[config.mk]
export PLATFORM = sky130hd
export DESIGN_NAME = yuv_to_hue_saturation
export DESIGN_NICKNAME = d
export VERILOG_FILES = /design/src/rtl/yth_pkg.sv /design/src/rtl/yth_rgb.sv /design/src/rtl/yth_prep.sv /design/src/rtl/yth_div.sv /design/src/rtl/yuv_to_hue_saturation.sv
export VERILOG_INCLUDE_DIRS = /design/src /design/src/rtl
export SDC_FILE = /design/constraint.sdc
export NUM_CORES = 1
export LEC_CHECK = 0
export ABC_AREA = 1
export BUFFER_PORTS_ARGS = -buffer_cell sky130_fd_sc_hd__clkbuf_2
export CORE_MARGIN = 4
export CORE_UTILIZATION = 60
export CTS_CLUSTER_DIAMETER = 100
export DETAILED_ROUTE_END_ITERATION = 12
export MAX_ROUTING_LAYER = met4
export PLACE_DENSITY = 0.76
export SLEW_MARGIN = 0
export SYNTH_ARGS = -nofsm -noshare
export SYNTH_HDL_FRONTEND = slang
export SYNTH_SLANG_ARGS = --single-unit
[constraint.sdc]
create_clock -name clk -period 11.45 [get_ports clk]
set_clock_uncertainty 0.1 [all_clocks]
set_input_delay 2.29 -clock clk [delete_from_list [all_inputs] [get_ports clk]]
set_output_delay 2.29 -clock clk [all_outputs]
set_load 0.05 [all_outputs]
[src/rtl/yuv_to_hue_saturation_assert.svh]
// Assertion macros for the hue/saturation converter.
// Each check is clocked on clk and disabled while rst_n is low.
`ifndef YUV_TO_HUE_SATURATION_ASSERT_SVH
`define YUV_TO_HUE_SATURATION_ASSERT_SVH
`ifndef SYNTHESIS
`define YTH_ASSERT_IMPL(label, ante, cons) \
  label: assert property (@(posedge clk) disable iff (!rst_n) (ante) |-> (cons)) \
    else $error("%m: implication check failed");
`define YTH_ASSERT_NEXT(label, ante, cons) \
  label: assert property (@(posedge clk) disable iff (!rst_n) (ante) |=> (cons)) \
    else $error("%m: next-cycle check failed");
`else
`define YTH_ASSERT_IMPL(label, ante, cons)
`define YTH_ASSERT_NEXT(label, ante, cons)
`endif
`endif

[src/rtl/yth_pkg.sv]
`default_nettype none
package yth_pkg;

  // Chroma coefficients in units of 1/256
  localparam int COEF_RV = 103;
  localparam int COEF_GU = 88;
  localparam int COEF_GV = 183;
  localparam int COEF_BU = 198;

  // Divider geometry: both quotients stay below 2**DIV_Q_W
  localparam int DIV_Q_W     = 9;
  localparam int SAT_NUM_W   = 16;
  localparam int SAT_DEN_W   = 8;
  localparam int HUE_NUM_W   = 19;
  localparam int HUE_DEN_W   = 11;

  // Accept edge to the edge that takes the result
  localparam int PIPE_LAT = DIV_Q_W + 3;

  typedef struct packed {
    logic [7:0] luma;
    logic [7:0] chroma_u;
    logic [7:0] chroma_v;
    logic       last_pixel;
  } in_t;

  typedef struct packed {
    logic [7:0] hue;
    logic [7:0] saturation;
    logic       last_out;
  } out_t;

  typedef struct packed {
    logic [7:0] r;
    logic [7:0] g;
    logic [7:0] b;
    logic       last;
  } rgb_t;

  typedef struct packed {
    logic [SAT_NUM_W-1:0] sat_num;
    logic [SAT_DEN_W-1:0] sat_den;
    logic [HUE_NUM_W-1:0] hue_num;
    logic [HUE_DEN_W-1:0] hue_den;
    logic                 gray;
    logic                 last;
  } prep_t;

endpackage
`default_nettype wire

[src/rtl/yth_rgb.sv]
`default_nettype none
module yth_rgb (
  input  wire logic          clk,
  input  wire logic          rst_n,
  input  wire logic          in_vld,
  input  wire yth_pkg::in_t  in_pix,
  output logic               rgb_vld_r,
  output yth_pkg::rgb_t      rgb_r
);
  import yth_pkg::*;

  function automatic logic [7:0] clamp8(input logic signed [11:0] x);
    logic [7:0] res;
    if (x < 12'sd0) begin
      res = 8'd0;
    end else if (x > 12'sd255) begin
      res = 8'd255;
    end else begin
      res = x[7:0];
    end
    return res;
  endfunction

  logic signed [8:0]  u_s, v_s;
  logic signed [11:0] y_s;
  logic signed [17:0] p_rv, p_gu, p_gv, p_bu;
  logic signed [11:0] r_s, g_s, b_s;
  rgb_t               rgb_nxt;

  assign y_s = $signed({4'b0000, in_pix.luma});
  assign u_s = $signed({1'b0, in_pix.chroma_u}) - 9'sd128;
  assign v_s = $signed({1'b0, in_pix.chroma_v}) - 9'sd128;

  assign p_rv = 18'(v_s) * $signed(18'(COEF_RV));
  assign p_gu = 18'(u_s) * $signed(18'(COEF_GU));
  assign p_gv = 18'(v_s) * $signed(18'(COEF_GV));
  assign p_bu = 18'(u_s) * $signed(18'(COEF_BU));

  // Arithmetic shifts floor toward minus infinity
  assign r_s = y_s + 12'(v_s) + 12'(p_rv >>> 8);
  assign g_s = y_s - (12'(p_gu >>> 8) + 12'(p_gv >>> 8));
  assign b_s = y_s + 12'(u_s) + 12'(p_bu >>> 8);

  always_comb begin
    rgb_nxt.r    = clamp8(r_s);
    rgb_nxt.g    = clamp8(g_s);
    rgb_nxt.b    = clamp8(b_s);
    rgb_nxt.last = in_pix.last_pixel;
  end

  always_ff @(posedge clk) begin
    if (!rst_n) begin
      rgb_vld_r <= 1'b0;
    end else begin
      rgb_vld_r <= in_vld;
    end
  end

  always_ff @(posedge clk) begin
    rgb_r <= rgb_nxt;
  end

endmodule
`default_nettype wire

[src/rtl/yth_prep.sv]
`default_nettype none
module yth_prep (
  input  wire logic           clk,
  input  wire logic           rst_n,
  input  wire logic           rgb_vld,
  input  wire yth_pkg::rgb_t  rgb,
  output logic                prep_vld_r,
  output yth_pkg::prep_t      prep_r
);
  import yth_pkg::*;

  logic [7:0]  mx, mn, d, den;
  logic [8:0]  sum;
  logic [10:0] d11, num;
  prep_t       prep_nxt;

  always_comb begin
    mx = (rgb.r > rgb.g) ? rgb.r : rgb.g;
    mx = (mx > rgb.b) ? mx : rgb.b;
    mn = (rgb.r < rgb.g) ? rgb.r : rgb.g;
    mn = (mn < rgb.b) ? mn : rgb.b;
    d   = mx - mn;
    sum = {1'b0, mx} + {1'b0, mn};
    d11 = {3'b000, d};
    // Lower half of lightness divides by sum, upper half by 510 - sum
    den = (sum <= 9'd255) ? sum[7:0] : 8'(10'd510 - {1'b0, sum});
  end

  always_comb begin
    priority if (rgb.r == mx) begin
      num = (rgb.g == mn) ? (11'd5 * d11 + {3'b000, 8'(mx - rgb.b)})
                          : (d11 - {3'b000, 8'(mx - rgb.g)});
    end else if (rgb.g == mx) begin
      num = (rgb.b == mn) ? (d11 + {3'b000, 8'(mx - rgb.r)})
                          : (11'd3 * d11 - {3'b000, 8'(mx - rgb.b)});
    end else begin
      num = (rgb.r == mn) ? (11'd3 * d11 + {3'b000, 8'(mx - rgb.g)})
                          : (11'd5 * d11 - {3'b000, 8'(mx - rgb.r)});
    end
  end

  always_comb begin
    prep_nxt.sat_num = {d, 8'h00} + SAT_NUM_W'(den >> 1);
    prep_nxt.sat_den = den;
    prep_nxt.hue_num = {num, 8'h00} + HUE_NUM_W'(11'd3 * d11);
    prep_nxt.hue_den = 11'd6 * d11;
    // A black pixel has d == 0 too, so one flag covers both
    prep_nxt.gray    = (d == 8'd0);
    prep_nxt.last    = rgb.last;
  end

  always_ff @(posedge clk) begin
    if (!rst_n) begin
      prep_vld_r <= 1'b0;
    end else begin
      prep_vld_r <= rgb_vld;
    end
  end

  always_ff @(posedge clk) begin
    prep_r <= prep_nxt;
  end

endmodule
`default_nettype wire

[src/rtl/yth_div.sv]
`default_nettype none
module yth_div #(
  parameter int NUM_W = yth_pkg::HUE_NUM_W,
  parameter int DEN_W = yth_pkg::HUE_DEN_W,
  parameter int Q_W   = yth_pkg::DIV_Q_W
) (
  input  wire logic             clk,
  input  wire logic [NUM_W-1:0] num,
  input  wire logic [DEN_W-1:0] den,
  output logic      [Q_W-1:0]   quo
);
  import yth_pkg::*;

  localparam int CW = (NUM_W > DEN_W + Q_W - 1) ? NUM_W : DEN_W + Q_W - 1;

  // One quotient bit per stage, most significant first
  logic [CW-1:0]    rem_r [Q_W-1];
  logic [DEN_W-1:0] den_r [Q_W-1];
  logic [Q_W-1:0]   q_r   [Q_W];

  for (genvar i = 0; i < Q_W; i++) begin : g_stage
    localparam int K = Q_W - 1 - i;
    logic [CW-1:0]    rem_in, trial;
    logic [DEN_W-1:0] den_in;
    logic [Q_W-1:0]   q_in;
    logic             ge;

    if (i == 0) begin : g_first
      assign rem_in = CW'(num);
      assign den_in = den;
      assign q_in   = '0;
    end else begin : g_next
      assign rem_in = rem_r[i-1];
      assign den_in = den_r[i-1];
      assign q_in   = q_r[i-1];
    end

    assign trial = CW'(den_in) << K;
    assign ge    = (rem_in >= trial);

    always_ff @(posedge clk) begin
      q_r[i] <= q_in | (Q_W'(ge) << K);
    end

    if (i < Q_W - 1) begin : g_carry
      always_ff @(posedge clk) begin
        rem_r[i] <= ge ? (rem_in - trial) : rem_in;
        den_r[i] <= den_in;
      end
    end
  end

  assign quo = q_r[Q_W-1];

endmodule
`default_nettype wire

[src/rtl/yuv_to_hue_saturation.sv]
`default_nettype none
`include "yuv_to_hue_saturation_assert.svh"
// YUV pixel to HSL hue and saturation. One pixel is taken in every clock
// cycle: busy is tied low, so start alone marks an item. Each result sits
// on out_data for exactly one cycle with out_valid high, in input order;
// the receiver cannot stall, so results must be taken as they appear.
// A pixel passes through one stage for RGB conversion and clamping, one
// stage for max/min and sector selection, nine restoring-division stages
// (one quotient bit each, shared shape for hue and saturation) and one
// output register.
// Gray and black pixels give hue 0 and saturation 0; a hue of one full
// turn wraps to 0 and full saturation is held at 255.
module yuv_to_hue_saturation (
  input  wire logic          clk,
  input  wire logic          rst_n,
  input  wire logic          start,
  output logic               busy,
  input  wire yth_pkg::in_t  in_data,
  output logic               out_valid,
  output yth_pkg::out_t      out_data
);
  import yth_pkg::*;

  logic            in_vld;
  logic            rgb_vld;
  rgb_t            rgb;
  logic            prep_vld;
  prep_t           prep;
  logic [DIV_Q_W-1:0] sat_q, hue_q;

  // Side pipe carries valid, gray flag and frame marker alongside the divider
  logic [DIV_Q_W-1:0] vld_pipe_r, gray_pipe_r, last_pipe_r;

  logic  out_valid_r;
  out_t  out_data_r, out_data_nxt;

  // Never stall: the pipeline advances every cycle
  assign busy   = 1'b0;
  assign in_vld = start && !busy;

  yth_rgb u_rgb (
    .clk       (clk),
    .rst_n     (rst_n),
    .in_vld    (in_vld),
    .in_pix    (in_data),
    .rgb_vld_r (rgb_vld),
    .rgb_r     (rgb)
  );

  yth_prep u_prep (
    .clk        (clk),
    .rst_n      (rst_n),
    .rgb_vld    (rgb_vld),
    .rgb        (rgb),
    .prep_vld_r (prep_vld),
    .prep_r     (prep)
  );

  yth_div #(
    .NUM_W (SAT_NUM_W),
    .DEN_W (SAT_DEN_W),
    .Q_W   (DIV_Q_W)
  ) u_sat_div (
    .clk (clk),
    .num (prep.sat_num),
    .den (prep.sat_den),
    .quo (sat_q)
  );

  yth_div #(
    .NUM_W (HUE_NUM_W),
    .DEN_W (HUE_DEN_W),
    .Q_W   (DIV_Q_W)
  ) u_hue_div (
    .clk (clk),
    .num (prep.hue_num),
    .den (prep.hue_den),
    .quo (hue_q)
  );

  // Advance the side pipe in step with the divider stages
  always_ff @(posedge clk) begin
    if (!rst_n) begin
      vld_pipe_r <= '0;
    end else begin
      vld_pipe_r <= {vld_pipe_r[DIV_Q_W-2:0], prep_vld};
    end
  end

  always_ff @(posedge clk) begin
    gray_pipe_r <= {gray_pipe_r[DIV_Q_W-2:0], prep.gray};
    last_pipe_r <= {last_pipe_r[DIV_Q_W-2:0], prep.last};
  end

  // Drop the quotients for gray pixels (the divisor may be zero there),
  // wrap hue at a full turn and hold saturation at 255
  always_comb begin
    if (gray_pipe_r[DIV_Q_W-1]) begin
      out_data_nxt.hue        = 8'd0;
      out_data_nxt.saturation = 8'd0;
    end else begin
      out_data_nxt.hue        = hue_q[7:0];
      out_data_nxt.saturation = sat_q[DIV_Q_W-1] ? 8'hFF : sat_q[7:0];
    end
    out_data_nxt.last_out = last_pipe_r[DIV_Q_W-1];
  end

  always_ff @(posedge clk) begin
    if (!rst_n) begin
      out_valid_r <= 1'b0;
    end else begin
      out_valid_r <= vld_pipe_r[DIV_Q_W-1];
    end
  end

  always_ff @(posedge clk) begin
    out_data_r <= out_data_nxt;
  end

  assign out_valid = out_valid_r;
  assign out_data  = out_data_r;

  // Every accepted pixel yields a result after the fixed latency
  `YTH_ASSERT_IMPL(a_lat, in_vld, ##PIPE_LAT out_valid)
  // Nonzero chroma spread always gives nonzero saturation, so zero
  // saturation must come with zero hue
  `YTH_ASSERT_IMPL(a_gray, out_valid && (out_data.saturation == 8'd0),
                   out_data.hue == 8'd0)
  // The frame marker lines up with its own pixel
  `YTH_ASSERT_IMPL(a_last, out_valid,
                   out_data.last_out == $past(in_data.last_pixel, PIPE_LAT))
  // Valid in the divider pipe always reaches the output next cycle
  `YTH_ASSERT_NEXT(a_tail, vld_pipe_r[DIV_Q_W-1], out_valid)

endmodule
`default_nettype wire
# Yosys cells after proc, flatten, opt, wreduce, memory -nomap -nowiden

Memory sizes are Yosys's and may differ from the RTL's. A register that Yosys moved wholly into a read port is not among the register bits.
Index checks and enable logic that the tools add are counted.

Bits of input ports: 28
Bits in writable memories: 594
Register bits after elaboration: 119
Memories: 6
Word-level logic and storage cells: 151

Reductions and logical operators: 1
Bitwise operators: 16
Equality and inequality tests: 5
Mux-type cells: 30
Multiply operators: 8
Add/subtract/negate cells: 38
Order comparisons: 29

Memories:

| memory          | words | bits a word | rd ports | clocked after memory_dff | wr ports | line          | RTL |
|---|---|---|---|---|---|---|---|
| u_hue_div.rem_r | 8     | 19          | 8        | 0                        | 8        | yth_div.sv:17 | `logic [CW-1:0] rem_r [Q_W-1];` |
| u_sat_div.rem_r | 8     | 16          | 8        | 0                        | 8        | yth_div.sv:17 |  |
| u_hue_div.den_r | 8     | 11          | 8        | 0                        | 8        | yth_div.sv:18 | `logic [DEN_W-1:0] den_r [Q_W-1];` |
| u_hue_div.q_r   | 9     | 9           | 9        | 1                        | 9        | yth_div.sv:19 | `logic [Q_W-1:0] q_r [Q_W];` |
| u_sat_div.q_r   | 9     | 9           | 9        | 0                        | 9        | yth_div.sv:19 |  |
| u_sat_div.den_r | 8     | 8           | 8        | 0                        | 8        | yth_div.sv:18 |  |

Operator list:

| operator                                                    | number |
|---|---|
| 2-to-1 mux 19 bit                                           | 8 |
| 2-to-1 mux 16 bit                                           | 8 |
| 2-to-1 mux 8 bit                                            | 9 |
| 2-to-1 mux 11 bit                                           | 5 |
| equality test 8 bit                                         | 5 |
| > comparator 12 x 9 -> 1 bit, second input constant         | 3 |
| less-than comparator 12 x 1 -> 1 bit, second input constant | 3 |
| multiplier 9 x 8 -> 17 bit, second input constant           | 2 |
| subtractor 8 bit                                            | 4 |
| multiplier 2 x 8 -> 10 bit, first input constant            | 3 |
| adder 11 x 8 -> 11 bit                                      | 2 |
| subtractor 11 x 8 -> 11 bit                                 | 2 |
| adder 9 x 9 -> 10 bit                                       | 2 |
| adder 19 x 13 -> 19 bit                                     | 1 |
| greater-or-equal comparator 19 x 11 -> 1 bit                | 1 |
| greater-or-equal comparator 19 x 12 -> 1 bit                | 1 |
| greater-or-equal comparator 19 x 13 -> 1 bit                | 1 |
| greater-or-equal comparator 19 x 14 -> 1 bit                | 1 |
| greater-or-equal comparator 19 x 15 -> 1 bit                | 1 |
| greater-or-equal comparator 19 x 16 -> 1 bit                | 1 |
| greater-or-equal comparator 19 x 17 -> 1 bit                | 1 |
| greater-or-equal comparator 19 x 18 -> 1 bit                | 1 |
| greater-or-equal comparator 19 bit                          | 1 |
| subtractor 19 x 12 -> 19 bit                                | 1 |
| 48 further kinds                                            | 60 |

# Depth between registers and ports, before layout

Word-level depth: 11
Gate-level depth with buffers: 55
Mapped depth without buffers: 54

# Cells and area by module

A second synthesis with hierarchy kept.

Cell total of the unflattened synthesis: 5525
Area total of the unflattened synthesis: 41114.4 µm²

Modules (own cells, without submodules):

| module                | cells an instance | area an instance (µm²) | times used | sequential area each (µm²) |
|---|---|---|---|---|
| yth_div (u_hue_div)   | 1808              | 13704.4                | 1          | 5705.5 |
| yth_div (u_sat_div)   | 1427              | 10739.0                | 1          | 4744.6 |
| yth_prep              | 1250              | 8144.1                 | 1          | 860.8 |
| yth_rgb               | 937               | 7375.8                 | 1          | 520.5 |
| yuv_to_hue_saturation | 103               | 1151.1                 | 1          | 900.9 |

# Worst setup path after synthesis

No wires, ideal clock.

Path type: input port to flip-flop
Start point: in in_data[8] (netlist bit)
End point: reg u_rgb.rgb_r[10] (netlist bit)
Library setup time: 116 ps
Stages on the path: 31
Data arrival time: 8137 ps
Setup slack: 3097 ps
Data required time: 11234 ps
Cells stage by stage: clkbuf_1 inv_1 ha_1 xor2_1 fa_1 inv_1 fa_1 fa_1 inv_1 ha_1 inv_1 o21bai_1 a21o_1 a21o_1 a21o_1 a21o_1 a21o_1 xnor2_1 inv_1 ha_1 xor2_1 ha_1 inv_1 o21bai_1 nand2_1 nand2_1 nand3_1 nand2_1 o2111ai_1 o21ai_0 inv_1

Longest elaborated chain between the ends: 6
Elaborated cells on any way between the ends: 7
Classes of those cells: 3 x add/sub; 1 x mul; 2 x order compare; 1 x mux

Ends and longest elaborated chain:

| element                       | line                        | RTL |
|---|---|---|
| start, declared               | yuv_to_hue_saturation.sv:18 | `input wire yth_pkg::in_t in_data,` |
| subtractor 8 x 8 -> 9 bit *   | yth_rgb.sv:32               | `assign v_s = $signed({1'b0, in_pix.chroma_v}) - 9'sd128;` |
| multiplier 9 x 9 -> 18 bit *  | yth_rgb.sv:36               | `assign p_gv = 18'(v_s) * $signed(18'(COEF_GV));` |
| adder 9 x 10 -> 11 bit *      | yth_rgb.sv:41               | `assign g_s = y_s - (12'(p_gu >>> 8) + 12'(p_gv >>> 8));` |
| subtractor 9 x 12 -> 12 bit * | yth_rgb.sv:41               |  |
| > comparator 12 x 9 -> 1 bit  | yth_rgb.sv:16               | `end else if (x > 12'sd255) begin` |
| 2-to-1 mux 8 bit              | yth_rgb.sv:16               |  |
| end signal, assigned          | yth_rgb.sv:60               | `rgb_r <= rgb_nxt;` |
| end, declared                 | yth_rgb.sv:8                | `output yth_pkg::rgb_t rgb_r` |

Mark *: on every way between the ends. The rest lies on a longest branch, timed or not.
A chain may end at the register's enable or synchronous reset.

# Worst setup path after layout

Start point: in in_data[8] (netlist bit)
End point: reg u_rgb.rgb_r[12] (netlist bit)

Same word-level chain as after synthesis.

==> results.sh <==
export IMPL_worst_slew_pin_slew_ns=1.13
export IMPL_drt_first_pass_iters=5
export IMPL_ys_ff_latch=527
export IMPL_grt_pass1_wl_um=113000
export IMPL_final_hold_viol_count=0
export IMPL_wl_met3_um=2580
export IMPL_drt_total_wl_um=67900
export IMPL_grt_use_total_pct=24.2
export IMPL_die_h_um=241
export IMPL_synth_edf_count=0
export IMPL_hold_buffers=0
export IMPL_cts_buffers=54
export IMPL_cts_resized=0
export IMPL_final_cell_mix="inv_1 (763), nand2_1 (558), dfxtp_1 (527), ha_1 (437), a21oi_1 (298)"
export IMPL_first_iter_violations=1099
export IMPL_crit_fanout=19
export IMPL_stdcell_area_mm2=0.0356
export IMPL_worst_slack_ns=2.67
export IMPL_seq_area_mm2=0.0106
export IMPL_slowest_stage="fa_1"
export IMPL_wl_per_cell_um=14.1
export IMPL_drv_cap=0
export IMPL_cp_common_cell="inv_1"
export IMPL_htree_levels=2
export IMPL_syn_inst=3995
export IMPL_numPortBuffers=45
export IMPL_fin_nets=4637
export IMPL_placed_area_mm2=0.0336
export IMPL_fin_cells=4808
export IMPL_drive_gt1_share_pct=5.96
export IMPL_seq_area_frac_synth_pct=32.3
export IMPL_start_util_pct=60.6
export IMPL_syn_cell_area_mm2=0.0326
export IMPL_syn_num_nets=4565
export IMPL_layout_commonest_cell="inv_1"
export IMPL_placed_cells=4707
export IMPL_syn_avg_cell_area_um2=8.17
export IMPL_cts_sinks=527
export IMPL_slew_headroom_pct=24.2
export IMPL_drcViolationCount=0
export IMPL_drt_met1_wl_um=29500
export IMPL_worstPathArrival_ns=9.16
export IMPL_cts_clk_slew_worst_paths_ns=0.06
export IMPL_place_congestion=0.937
export IMPL_fillers=4482
export IMPL_route_met2_wl_um=33100
export IMPL_cpPeakStageDelay_ns=0.55
export IMPL_async_flop_share_pct=0
export IMPL_grt_overflow=0
export IMPL_viasPerCell=5.19
export IMPL_antenna_found_initial=0
export IMPL_rows=85
export IMPL_boundaryPins=47
export IMPL_clock_fmax_mhz=114
export IMPL_grt_setup_unrepaired="no"
export IMPL_crit_path_start_kind="input pin"
export IMPL_synth_ff_type="dfxtp_1"
export IMPL_grt_pass1_vias=24709
export IMPL_die_area_mm2=0.0582
export IMPL_worstSetupEndpointType="flip-flop"
export IMPL_final_setup_viol_count=0
export IMPL_multi_input_area_mm2=0.0190
export IMPL_path_class="in -> reg"
export IMPL_grt_max_degree=24
export IMPL_final_max_slew_viol_count=0
export IMPL_postRouteAntennaNets=0
export IMPL_place_ws_ns=2.11
export IMPL_cts_tree="yes"
export IMPL_n_antenna_cell=0
export IMPL_dr_max_layer_used="met4"
export IMPL_cts_setup_buffers=0
export IMPL_clk_latency_ns=0.60
export IMPL_cts_root_buf="clkbuf_16"
export IMPL_synth_distinct_cells=78
export IMPL_cp_data_required_time_ns=11.82
export IMPL_dp_hpwl_um=54200
export IMPL_clockBufferDepth=3
export IMPL_status="finished clean"
export IMPL_ys_warn_count=0
export IMPL_hp_class="reg -> reg"
export IMPL_setup_tns_ns=0
export IMPL_period_needed_ns=8.78
export IMPL_num_vias=24947
export IMPL_finalCritPeriodShare_pct=76.7
export IMPL_core_mm2=0.0538
export IMPL_synthToLayoutAreaGrowth_pct=9.07
export IMPL_die_x_um=241
[metrics by stage]
step,util (%),hold slack [ns]
6_report,66.1,0.210
5_1_grt,66.1,0.213
4_1_cts,66.1,0.205
3_5_place_dp,62.5,0.212
3_3_place_gp,62.5,0.210
2_1_floorplan,-,0.210
[registers in the layout (all words and copies together) (netlist names)]
signal             cells
gray_pipe_r            9
last_pipe_r            9
out_data              17
out_valid              1
u_hue_div.den_r       37
u_hue_div.q_r         36
u_hue_div.rem_r      149
u_prep.prep_r         37
u_prep.prep_vld_r      1
u_rgb.rgb_r           25
u_rgb.rgb_vld_r        1
u_sat_div.den_r       59
u_sat_div.q_r         45
u_sat_div.rem_r       92
vld_pipe_r             9
[metal layers]
layer,vias up,track usage [%]
li1,12965,-
met2,478,42.6
met3,164,3.06
met4,0,9.30
met5,-,-
met1,11340,28.3
[path summary, 6_finish.rpt]
check | to | depth (start not counted) | slack (ns) | start
max | u_rgb.rgb_r[12] | 31 | 2.67 | in_data[8]
min | gray_pipe_r[2] | 0 | 0.21 | gray_pipe_r[1]
max reg2reg | u_prep.prep_r[31] | 43 | 3.05 | u_rgb.rgb_r[16]
min reg2reg | gray_pipe_r[2] | 0 | 0.21 | gray_pipe_r[1]
[cell type report]
cell class	instances	area share, %
Multi-Input combinational cell	2643	53.3
Timing Repair Buffer	56	0.865
Sequential cell	527	29.6
Clock inverter	35	1.38
Inverter	785	8.29
Tap cell	696	2.45
Clock buffer	66	4.09
[kinds of logic after synthesis]
| logic type | count (synthesis) | share of synthesized area (%) |
|---|---|---|
| AND/OR/NAND/NOR | 1133 | 15.1 |
| buffers and inverters | 825 | 9.57 |
| AO/OA/AOI/OAI | 666 | 11.6 |
| adder cells (fa/ha/maj) | 542 | 23.2 |
| flip-flops | 527 | 32.3 |
| XOR/XNOR | 301 | 8.21 |
| other | 1 | 0.0115 |
[worst max-delay path: cells and delay by family]
kind	cells	cell delay, ns
adder cells (fa/ha/maj)	7	2.93
AO/OA/AOI/OAI	9	1.86
AND/OR/NAND/NOR	5	0.54
buffers and inverters	7	1.07
XOR/XNOR	3	0.46
[Yosys cell counts, types with 7 or more instances]
cell type / count / area share, %
inv_1: 763 / 8.8
nand2_1: 558 / 6.4
dfxtp_1: 527 / 32
ha_1: 437 / 17
a21oi_1: 298 / 4.6
nor2_1: 252 / 2.9
o21ai_0: 218 / 3.3
xor2_1: 199 / 5.3
nand3_1: 140 / 2.1
fa_1: 105 / 6.4
xnor2_1: 98 / 2.6
nor3_1: 42 / 0.64
nand4_1: 37 / 0.71
clkbuf_1: 31 / 0.36
o21bai_1: 31 / 0.71
nand2_2: 26 / 0.50
a21o_1: 23 / 0.53
nor4_1: 22 / 0.42
inv_2: 16 / 0.18
nand3b_1: 12 / 0.28
a211oi_1: 11 / 0.25
o21ai_1: 11 / 0.17
o211ai_1: 10 / 0.23
or2_2: 10 / 0.19
a31oi_1: 9 / 0.17
a221oi_1: 7 / 0.19
and2_1: 7 / 0.13
o21ai_2: 7 / 0.19
Power is left out: the tool's default activity adds up to more than one toggle a clock period on the data nets, which glitch-free logic cannot reach.
